[src/rtl/tpsd_pkg.sv]
package tpsd_pkg;

  typedef enum logic [1:0] {
    ST_IDLE = 2'd0,
    ST_RUN  = 2'd1,
    ST_DONE = 2'd2,
    ST_FAIL = 2'd3
  } status_e;

  typedef enum logic [2:0] {
    CFG_STEP_COUNT   = 3'd0,
    CFG_STEP_POSES   = 3'd1,
    CFG_STEP_HOLDS   = 3'd2,
    CFG_DURATIONS_LO = 3'd3,
    CFG_DURATIONS_HI = 3'd4
  } cfg_idx_e;

  localparam int unsigned CfgIdxW  = 3;
  localparam int unsigned CfgDataW = 64;

  typedef struct packed {
    logic [31:0] now_ms;
    logic [15:0] pose_match_mask;
  } in_t;

  typedef struct packed {
    status_e    seq_status;
    logic [3:0] step_position;
  } out_t;

  typedef struct packed {
    logic [3:0]  step_count;
    logic [31:0] step_pose_ids;
    logic [7:0]  step_hold_flags;
    logic [63:0] durations_low;
    logic [63:0] durations_high;
  } cfg_t;

endpackage

[src/rtl/timed_pose_sequence_detector_core.sv]
// Tracks progress through a configured sequence of timed poses and returns one result beat,
// status and awaited step, for every input beat, in order. A beat is captured in the input
// register, evaluated against the sequence state once the result register can take it, and
// written to the result register together with the updated state. One beat is taken every
// cycle while the result is not stalled; the state is updated once per beat, which sets
// that rate. The input side stalls only while both registers are full and the result is
// stalled. Configuration writes must only happen while no beat is in flight.
module timed_pose_sequence_detector_core #(
  parameter int unsigned MAX_STEPS = 8,
  parameter int unsigned NUM_POSES = 16
) (
  input  logic                          clk_i,
  input  logic                          rst_ni,
  input  logic                          cfg_we_i,
  input  logic [tpsd_pkg::CfgIdxW-1:0]  cfg_idx_i,
  input  logic [tpsd_pkg::CfgDataW-1:0] cfg_wdata_i,
  input  logic                          in_valid_i,
  output logic                          in_stall_o,
  input  tpsd_pkg::in_t                 in_data_i,
  output logic                          out_valid_o,
  input  logic                          out_stall_i,
  output tpsd_pkg::out_t                out_data_o
);
  import tpsd_pkg::*;

  cfg_t cfg;
  in_t  in_d, in_q;
  logic in_vld_d, in_vld_q;
  out_t out_d, out_q;
  logic out_vld_d, out_vld_q;
  out_t res;
  logic out_free;
  logic fire;

  tpsd_cfg u_cfg (
    .clk_i,
    .rst_ni,
    .cfg_we_i,
    .cfg_idx_i,
    .cfg_wdata_i,
    .cfg_o (cfg)
  );

  tpsd_eval #(
    .MAX_STEPS (MAX_STEPS),
    .NUM_POSES (NUM_POSES)
  ) u_eval (
    .clk_i,
    .rst_ni,
    .upd_i (fire),
    .in_i  (in_q),
    .cfg_i (cfg),
    .res_o (res)
  );

  assign out_free   = !out_vld_q || !out_stall_i;
  assign fire       = in_vld_q && out_free;
  assign in_stall_o = in_vld_q && !fire;

  always_comb begin
    in_vld_d  = in_vld_q;
    in_d      = in_q;
    out_vld_d = out_vld_q;
    out_d     = out_q;
    if (!in_stall_o) begin
      in_vld_d = in_valid_i;
      if (in_valid_i) begin
        in_d = in_data_i;
      end
    end
    if (out_free) begin
      out_vld_d = fire;
      if (fire) begin
        out_d = res;
      end
    end
  end

  always_ff @(posedge clk_i or negedge rst_ni) begin
    if (!rst_ni) begin
      in_vld_q  <= 1'b0;
      out_vld_q <= 1'b0;
    end else begin
      in_vld_q  <= in_vld_d;
      out_vld_q <= out_vld_d;
    end
  end

  always_ff @(posedge clk_i) begin
    in_q  <= in_d;
    out_q <= out_d;
  end

  assign out_valid_o = out_vld_q;
  assign out_data_o  = out_q;

endmodule

[src/rtl/tpsd_cfg.sv]
module tpsd_cfg (
  input  logic                          clk_i,
  input  logic                          rst_ni,
  input  logic                          cfg_we_i,
  input  logic [tpsd_pkg::CfgIdxW-1:0]  cfg_idx_i,
  input  logic [tpsd_pkg::CfgDataW-1:0] cfg_wdata_i,
  output tpsd_pkg::cfg_t                cfg_o
);
  import tpsd_pkg::*;

  cfg_t cfg_d, cfg_q;

  always_comb begin
    cfg_d = cfg_q;
    if (cfg_we_i) begin
      unique case (cfg_idx_e'(cfg_idx_i))
        CFG_STEP_COUNT:   cfg_d.step_count      = cfg_wdata_i[3:0];
        CFG_STEP_POSES:   cfg_d.step_pose_ids   = cfg_wdata_i[31:0];
        CFG_STEP_HOLDS:   cfg_d.step_hold_flags = cfg_wdata_i[7:0];
        CFG_DURATIONS_LO: cfg_d.durations_low   = cfg_wdata_i;
        CFG_DURATIONS_HI: cfg_d.durations_high  = cfg_wdata_i;
        default:          cfg_d = cfg_q;
      endcase
    end
  end

  always_ff @(posedge clk_i or negedge rst_ni) begin
    if (!rst_ni) begin
      cfg_q.step_count      <= 4'd1;
      cfg_q.step_pose_ids   <= '0;
      cfg_q.step_hold_flags <= '0;
      cfg_q.durations_low   <= '0;
      cfg_q.durations_high  <= '0;
    end else begin
      cfg_q <= cfg_d;
    end
  end

  assign cfg_o = cfg_q;

endmodule

[src/rtl/tpsd_eval.sv]
module tpsd_eval #(
  parameter int unsigned MAX_STEPS = 8,
  parameter int unsigned NUM_POSES = 16
) (
  input  logic           clk_i,
  input  logic           rst_ni,
  input  logic           upd_i,
  input  tpsd_pkg::in_t  in_i,
  input  tpsd_pkg::cfg_t cfg_i,
  output tpsd_pkg::out_t res_o
);
  import tpsd_pkg::*;

  localparam logic [3:0] MaxCount = 4'(MAX_STEPS);
  localparam logic [4:0] PoseLim  = 5'(NUM_POSES);

  logic [3:0]  step_idx_d, step_idx_q;
  logic [31:0] timer_d, timer_q;
  logic [2:0]  last_step_d, last_step_q;
  logic        last_vld_d, last_vld_q;
  logic        hold_d, hold_q;
  status_e     status_d, status_q;

  logic [3:0]   count;
  logic         restart;
  logic [3:0]   r_idx;
  logic [31:0]  r_timer;
  logic         r_lvld;
  logic         r_hold;
  status_e      r_status;
  logic [2:0]   s;
  logic [3:0]   pose;
  logic         matched;
  logic         is_hold;
  logic [127:0] durs;
  logic [15:0]  dur;
  logic [31:0]  elapsed;
  logic         expired;

  always_comb begin
    if (cfg_i.step_count == 4'd0) begin
      count = 4'd1;
    end else if (cfg_i.step_count > MaxCount) begin
      count = MaxCount;
    end else begin
      count = cfg_i.step_count;
    end
  end

  assign restart = (step_idx_q >= count) || (status_q == ST_FAIL) || (status_q == ST_DONE);
  assign r_idx    = restart ? 4'd0 : step_idx_q;
  assign r_timer  = restart ? in_i.now_ms : timer_q;
  assign r_lvld   = restart ? 1'b0 : last_vld_q;
  assign r_hold   = restart ? 1'b0 : hold_q;
  assign r_status = restart ? ST_IDLE : status_q;

  assign s       = r_idx[2:0];
  assign pose    = cfg_i.step_pose_ids[{s, 2'b00} +: 4];
  assign matched = ({1'b0, pose} < PoseLim) && in_i.pose_match_mask[pose];
  assign is_hold = cfg_i.step_hold_flags[s];
  assign durs    = {cfg_i.durations_high, cfg_i.durations_low};
  assign dur     = durs[{s, 4'b0000} +: 16];
  assign elapsed = in_i.now_ms - r_timer;
  assign expired = elapsed >= {16'd0, dur};

  always_comb begin
    step_idx_d  = r_idx;
    timer_d     = r_timer;
    last_step_d = restart ? 3'd0 : last_step_q;
    last_vld_d  = r_lvld;
    hold_d      = r_hold;
    status_d    = r_status;
    if (matched) begin
      last_step_d = s;
      last_vld_d  = 1'b1;
      if (is_hold) begin
        if (r_lvld && (last_step_q == s) && !restart) begin
          if (expired) begin
            step_idx_d = {1'b0, s} + 4'd1;
          end
          hold_d = 1'b1;
        end else begin
          timer_d = in_i.now_ms;
        end
      end else begin
        step_idx_d = {1'b0, s} + 4'd1;
        timer_d    = in_i.now_ms;
      end
      status_d = (step_idx_d == count) ? ST_DONE : ST_RUN;
    end else if (r_hold) begin
      hold_d   = 1'b0;
      status_d = ST_FAIL;
    end else if (r_idx != 4'd0) begin
      status_d = expired ? ST_FAIL : ST_RUN;
    end
  end

  always_ff @(posedge clk_i or negedge rst_ni) begin
    if (!rst_ni) begin
      step_idx_q  <= 4'd0;
      timer_q     <= '0;
      last_step_q <= 3'd0;
      last_vld_q  <= 1'b0;
      hold_q      <= 1'b0;
      status_q    <= ST_IDLE;
    end else if (upd_i) begin
      step_idx_q  <= step_idx_d;
      timer_q     <= timer_d;
      last_step_q <= last_step_d;
      last_vld_q  <= last_vld_d;
      hold_q      <= hold_d;
      status_q    <= status_d;
    end
  end

  assign res_o.seq_status    = status_d;
  assign res_o.step_position = step_idx_d;

endmodule

[config.mk]
export PLATFORM = sky130hd
export DESIGN_NAME = timed_pose_sequence_detector_core
export DESIGN_NICKNAME = d
export VERILOG_FILES = /design/src/rtl/tpsd_pkg.sv /design/src/rtl/timed_pose_sequence_detector_core.sv /design/src/rtl/tpsd_cfg.sv /design/src/rtl/tpsd_eval.sv
export SDC_FILE = /design/constraint.sdc
export NUM_CORES = 1
export LEC_CHECK = 0
export BUFFER_PORTS_ARGS = -buffer_cell sky130_fd_sc_hd__buf_2
export CORE_MARGIN = 2
export CORE_UTILIZATION = 65
export DETAILED_ROUTE_END_ITERATION = 10
export PLACE_DENSITY_LB_ADDON = 0.12
export SLEW_MARGIN = 20
export SYNTH_ARGS = -nofsm -noshare
export SYNTH_HDL_FRONTEND = slang
export SYNTH_SLANG_ARGS = --single-unit
[constraint.sdc]
create_clock -name clk_i -period 21.4 [get_ports clk_i]
set_input_delay 2.14 -clock clk_i [delete_from_list [all_inputs] [get_ports clk_i]]
set_output_delay 2.14 -clock clk_i [all_outputs]
set_load 0.05 [all_outputs]
## Word level (Yosys, flattened, before mapping)

Cells that the tools add are included.

- Bits in registers: 271
- Output and inout port bits: 8
- Word-level logic and storage cells: 88

- Add/subtract/negate cells: 2
- $lt $le $gt $ge: 5
- Equal/unequal tests: 8
- Shifts and indexed selects: 2
- Mux-type cells: 30
- Bitwise operators: 1
- Reductions and logical operators: 23

Operators with widths:

| kind | number |
|---|---|
| 32-bit two-way mux | 4 |
| 128-bit by 8-bit variable part select with 16-bit output | 1 |
| 32-bit by 16-bit greater-or-equal comparator with 1-bit output | 1 |
| 4-bit two-way mux | 8 |
| 32-bit by 6-bit variable part select with 4-bit output | 1 |
| 32-bit subtractor | 1 |
| 2-bit AND reduction | 8 |
| 2-bit two-way mux | 6 |
| 1-bit two-way mux | 8 |
| 3-bit by 2-bit == test with 1-bit output, second input constant | 2 |
| 3-bit two-way mux | 2 |
| 4-bit by 5-bit less-than comparator with 1-bit output, second input constant | 1 |
| 3-bit by 1-bit adder with 4-bit output, second input constant | 1 |
| 1-bit binary-select mux with 4-bit select | 1 |
| 2-bit == test, second input constant | 2 |
| 4-bit == test | 1 |
| 4-bit greater-or-equal comparator | 1 |
| 4-bit > comparator, second input constant | 1 |
| 1-bit logical AND | 4 |
| 1-bit logical NOT | 4 |
| 4-bit logical NOT | 1 |
| 3-bit by 4-bit less-than comparator with 1-bit output, second input constant | 1 |
| 4-bit nonzero test | 1 |
| 1-bit binary-select mux with 3-bit select | 1 |
| 7 further kinds | 9 |

## Longest topological paths before layout

- Depth in word-level cells: 16
- Mapped depth: 37

## Modules after synthesis

Synthesis repeated with hierarchy kept, for this count alone.

- Cells, all modules: 1382
- Area, all modules: 15733.8 um^2

Modules (own cells, without submodules):

| module | instances | cells an instance | area each (um^2) | seq. area each (um^2) |
|---|---|---|---|---|
| tpsd_eval | 1 | 952 | 7278.2 | 1076.0 |
| tpsd_cfg | 1 | 368 | 6741.5 | 4305.4 |
| timed_pose_sequence_detector_core | 1 | 62 | 1714.1 | 1671.6 |

## Least setup slack after synthesis

Ideal clock, no wire load.

- Path type: register to register
- Start: register u_eval.step_idx_q[0]
- End: register out_q, in the netlist out_data_o[5], data pin
- Setup time: 0.259 ns
- Data arrival time: 8.449 ns
- Path slack: 12.692 ns
- Cell stages (with the launch flop): 37
- Path buffers: 11
- Cells stage by stage: dfrtp_1 buf_2 buf_1 buf_1 clkbuf_1 inv_1 clkbuf_1 ha_1 nor3b_2 o21ai_2 buf_2 buf_2 buf_1 clkbuf_1 clkbuf_1 mux2i_1 ha_1 clkbuf_1 nand3b_1 o311ai_0 a21oi_1 o22ai_1 a221oi_1 xnor2_1 ha_1 a21oi_1 nor2b_1 o21ai_0 o211ai_1 or4b_1 nor3_1 o2111ai_1 or4_4 nor4_4 mux2i_1 a21oi_2 or2_1

RTL lines:

| what | line | RTL |
|---|---|---|
| start, declared | tpsd_eval.sv:17 | `logic [3:0] step_idx_d, step_idx_q;` |
| start signal, assigned | tpsd_eval.sv:107 | `step_idx_q <= step_idx_d;` |
| end signal, assigned | timed_pose_sequence_detector_core.sv:91 | `out_q <= out_d;` |
| end, declared | timed_pose_sequence_detector_core.sv:29 | `out_t out_d, out_q;` |

==> metrics.md <==
| Metric | Value |
|---|---|
| Hold WS | `493.4 ps` |
| Clk sink count | `271` |
| CTS Hold Bufs | `0` |
| DP Area | `16,180 sq um` |
| Clk network pwr share | `18.8%` |
| Hold WC Path Type | `flop to flop` |
| Die footprint | `24,830 sq um` |
| Residual DRC | `0` |
| Seq/Total Area, Yosys | `46.02%` |
| Mapped Cells | `1,384` |
| Synth Area in XOR/XNOR | `2.057%` |
| Comb power frac | `52.8%` |
| Max Fclk | `131.0 MHz` |
| Adder-cell area share of the yosys netlist | `4.057%` |
| Crit path DAT | `7940 ps` |
| Syn-to-layout area delta | `11.61%` |
| Top Ports | `128` |
| Sw power | `1.082 mW` |
| Top FF cell, synth | `dfrtp_1` |
| CTS H-tree lvls | `1` |
| Part of the power in registers | `28.5%` |
| Initial antenna violation count | `0` |
| # setup viols final | `0` |
| Setup tns final | `0 ps` |
| Starting Density | `65.69%` |
| Slew @ Worst Pin | `1015 ps` |
| Critical-path top delay cell | `nor4_1` |
| CP Capture Type | `flop` |
| Period utilization | `35.66%` |
| Commonest non-fill, non-tap cells in the layout | `mux2_2, dfrtp_1, buf_2` |
| CTS tree | `done` |
| Die X | `157.6 microns` |
| DRT Wirelength | `39,680 microns` |
| Fin. max-slew vios | `0` |
| Yosys reg bits | `271` |
| Drt wl/cell | `21.79 microns` |
| Synth cell types | `80` |
| Post_cts resized | `0` |
| Rows | `56` |
| PortBufs | `127` |
| Mux cell area share after synthesis | `21.79%` |
| Clock buffer depth | `3` |
| Final net count | `1,644` |
| VDD IR max | `0.1080 mV` |
| Synth Net Count | `1,548` |
| Post-synthesis average cell area | `11.07 sq um` |
| Iter 0 DRT Violations | `1,145` |
| Vias | `11,457` |
| CP Data Required Time | `21,700 ps` |
| Placed insts | `1,768` |
| Synth Cell Area | `15,330 sq um` |
| CTS buffer count | `29` |
| GRT overflow | `0` |
| Antenna-violating nets left | `0` |
| Filler cell count | `1,705` |
| Vias per std cell | `6.292` |
| Yosys warning total | `0` |
| Clock-pin slew on the worst setup and hold paths | `60 ps` |
| Worst skew pair latency | `560 ps` |
| Pwr Density | `150.2 nW/um^2` |
| Post-synth EDFFs | `54` |
| Ys async rst share | `80.07%` |
| Design area | `17,110 sq um` |
| CTS Root Cell | `clkbuf_16` |
| Drt first pass iters | `5` |
| Slowest stage delay, CP | `580 ps` |
| Final Instance Count excl. Fillers | `1,821` |
| Vias in the first global route | `11,336` |
| Synth Area in Simple Gates | `10.06%` |
| Antenna cells | `0` |
| Sw Share | `42.11%` |
| Largest net degree at the start of global routing | `91` |
| LEAKAGE | `7.420 nW` |
| DP HPWL | `28,220 microns` |
| Pint | `1.487 mW` |
| RSZ-0062 raised after global routing | `false` |
| Share of cells above drive strength 1 | `29.56%` |
| Worst Setup Start Kind | `flop` |
| Relative slew slack | `32.34%` |
| Number of post-CTS setup repair buffers | `0` |
| GPL Wtd Cong | `0.9423` |
| Top delay family on crit path | `simple AND/OR/NAND/NOR gates` |
| Most common cell after layout, fill and taps aside | `mux2_2` |
| Crit Path Category | `flop to flop` |
| All-Layer GR Usage | `32.38%` |
| Crit Path Max Fanout | `51` |
| Worst Skew | `28.74 ps` |
| Fin. Hold Viols | `0` |
| First-pass GRT wire length | `62,200 microns` |
| Largest family of logic cells by synthesized area | `multiplexers` |
| Die H | `157.6 microns` |
| Most frequent CP cell | `ha_1` |
| Post-layout minimum cycle time | `7631 ps` |
| Status | `complete, no violations` |
| Post-synthesis compound-gate area fraction | `12.96%` |
| Floorplan core area | `23,330 sq um` |
| CP bufs+invs | `3` |
| Max-cap violations | `0` |
==> stage by stage <==
| stage | utilization, % | total power, mW | setup WS [ps] |
|---|---|---|---|
| after floorplan | - | 1.724 | 12690 |
| after global placement | 69.36 | 2.040 | 14060 |
| after detailed placement | 69.36 | 2.066 | 13910 |
| after CTS | 73.31 | 2.559 | 13890 |
| after global routing | 73.32 | 2.738 | 13140 |
| final | 73.32 | 2.569 | 13770 |
==> final cells by class <==
cell class	instances	area (sq um)	share of cell area (%)
clock buffers	48	888.4	5.193
repair buffers	141	749.5	4.381
inverters	41	153.9	0.8997
well taps	319	399.1	2.333
flip-flops and latches	271	7056	41.24
multi-input cells	996	7828	45.76
clock inverters	5	32.53	0.1902
==> power groups by stage <==
| stage | sequential, mW | clock (mW) | combinational (mW) |
|---|---|---|---|
| global route | 0.745 | 0.511 | 1.48 |
| finish | 0.732 | 0.482 | 1.36 |
| CTS | 0.730 | 0.490 | 1.34 |
| floorplan | 0.723 | 0 | 1.00 |
| global placement | 0.731 | 0 | 1.31 |
| detailed placement | 0.737 | 0 | 1.33 |
==> metal layers <==
metal,vias up,GRT usage [%],share of wire [%]
met5,-,0,0
met3,63,5.947,6.6
li1,5337,-,-
met2,411,50.74,46
met1,5646,46.65,45
met4,0,8.701,2.4
==> registers in the layout (all words and copies together) (netlist names) <==
register            count
out_valid_o             1
u_eval.last_vld_q       1
u_eval.timer_q         32
out_data_o              6
u_eval.step_idx_q       4
u_cfg.cfg_o           172
u_eval.last_step_q      3
u_eval.hold_q           1
in_vld_q                1
u_eval.status_q         2
in_q                   48
==> cell families after synthesis <==
family / Yosys count
AO/OA/AOI/OAI: 305
XOR/XNOR: 36
adder cells (fa/ha/maj): 51
buffers and inverters: 117
flip-flops: 271
multiplexers: 294
AND/OR/NAND/NOR: 310
==> synth_stat cells, drive strengths merged (15+ instances only) <==
| master | n | area [sq um] |
|---|---|---|
| nand2b | 21 | 131.4 |
| a21o | 23 | 172.7 |
| nor3 | 18 | 90.09 |
| mux2 | 227 | 2556 |
| edfxtp | 54 | 1622 |
| buf | 23 | 117.6 |
| nand3 | 16 | 80.08 |
| mux2i | 58 | 580.6 |
| o21ai | 66 | 334.1 |
| ha | 44 | 550.5 |
| o221ai | 18 | 157.7 |
| a21oi | 91 | 459.2 |
| o211ai | 17 | 127.6 |
| dfrtp | 216 | 5405 |
| nor2 | 60 | 227.7 |
| nand4 | 15 | 93.84 |
| xnor2 | 22 | 192.7 |
| and3 | 19 | 118.9 |
| inv | 41 | 153.9 |
| nand2 | 104 | 392.9 |
| clkbuf | 53 | 198.9 |
==> worst min-delay path, cell delays in order, from the launching register on <==
cell     delay (ps)
dfrtp_1         350
nand2_1          50
o31ai_1          60
==> worst paths after layout <==
kind	endpoint	cells past startpoint	slack, ps	from
max reg2reg	out_data_o[5]$_DFFE_PP_	26	13770	u_eval.step_idx_q[0]$_DFFE_PN0P_
min reg2reg	u_eval.status_q[0]$_DFFE_PN0P_	2	490	u_eval.status_q[0]$_DFFE_PN0P_
max in group asynchronous	u_cfg.cfg_o[85]$_DFFE_PN0P_	3	17580	rst_ni
min	u_eval.status_q[0]$_DFFE_PN0P_	2	490	u_eval.status_q[0]$_DFFE_PN0P_
max	out_data_o[5]$_DFFE_PP_	26	13770	u_eval.step_idx_q[0]$_DFFE_PN0P_
min in group asynchronous	u_eval.timer_q[30]$_DFFE_PN0P_	1	1660	rst_ni
(Power assumes the default switching activity.)
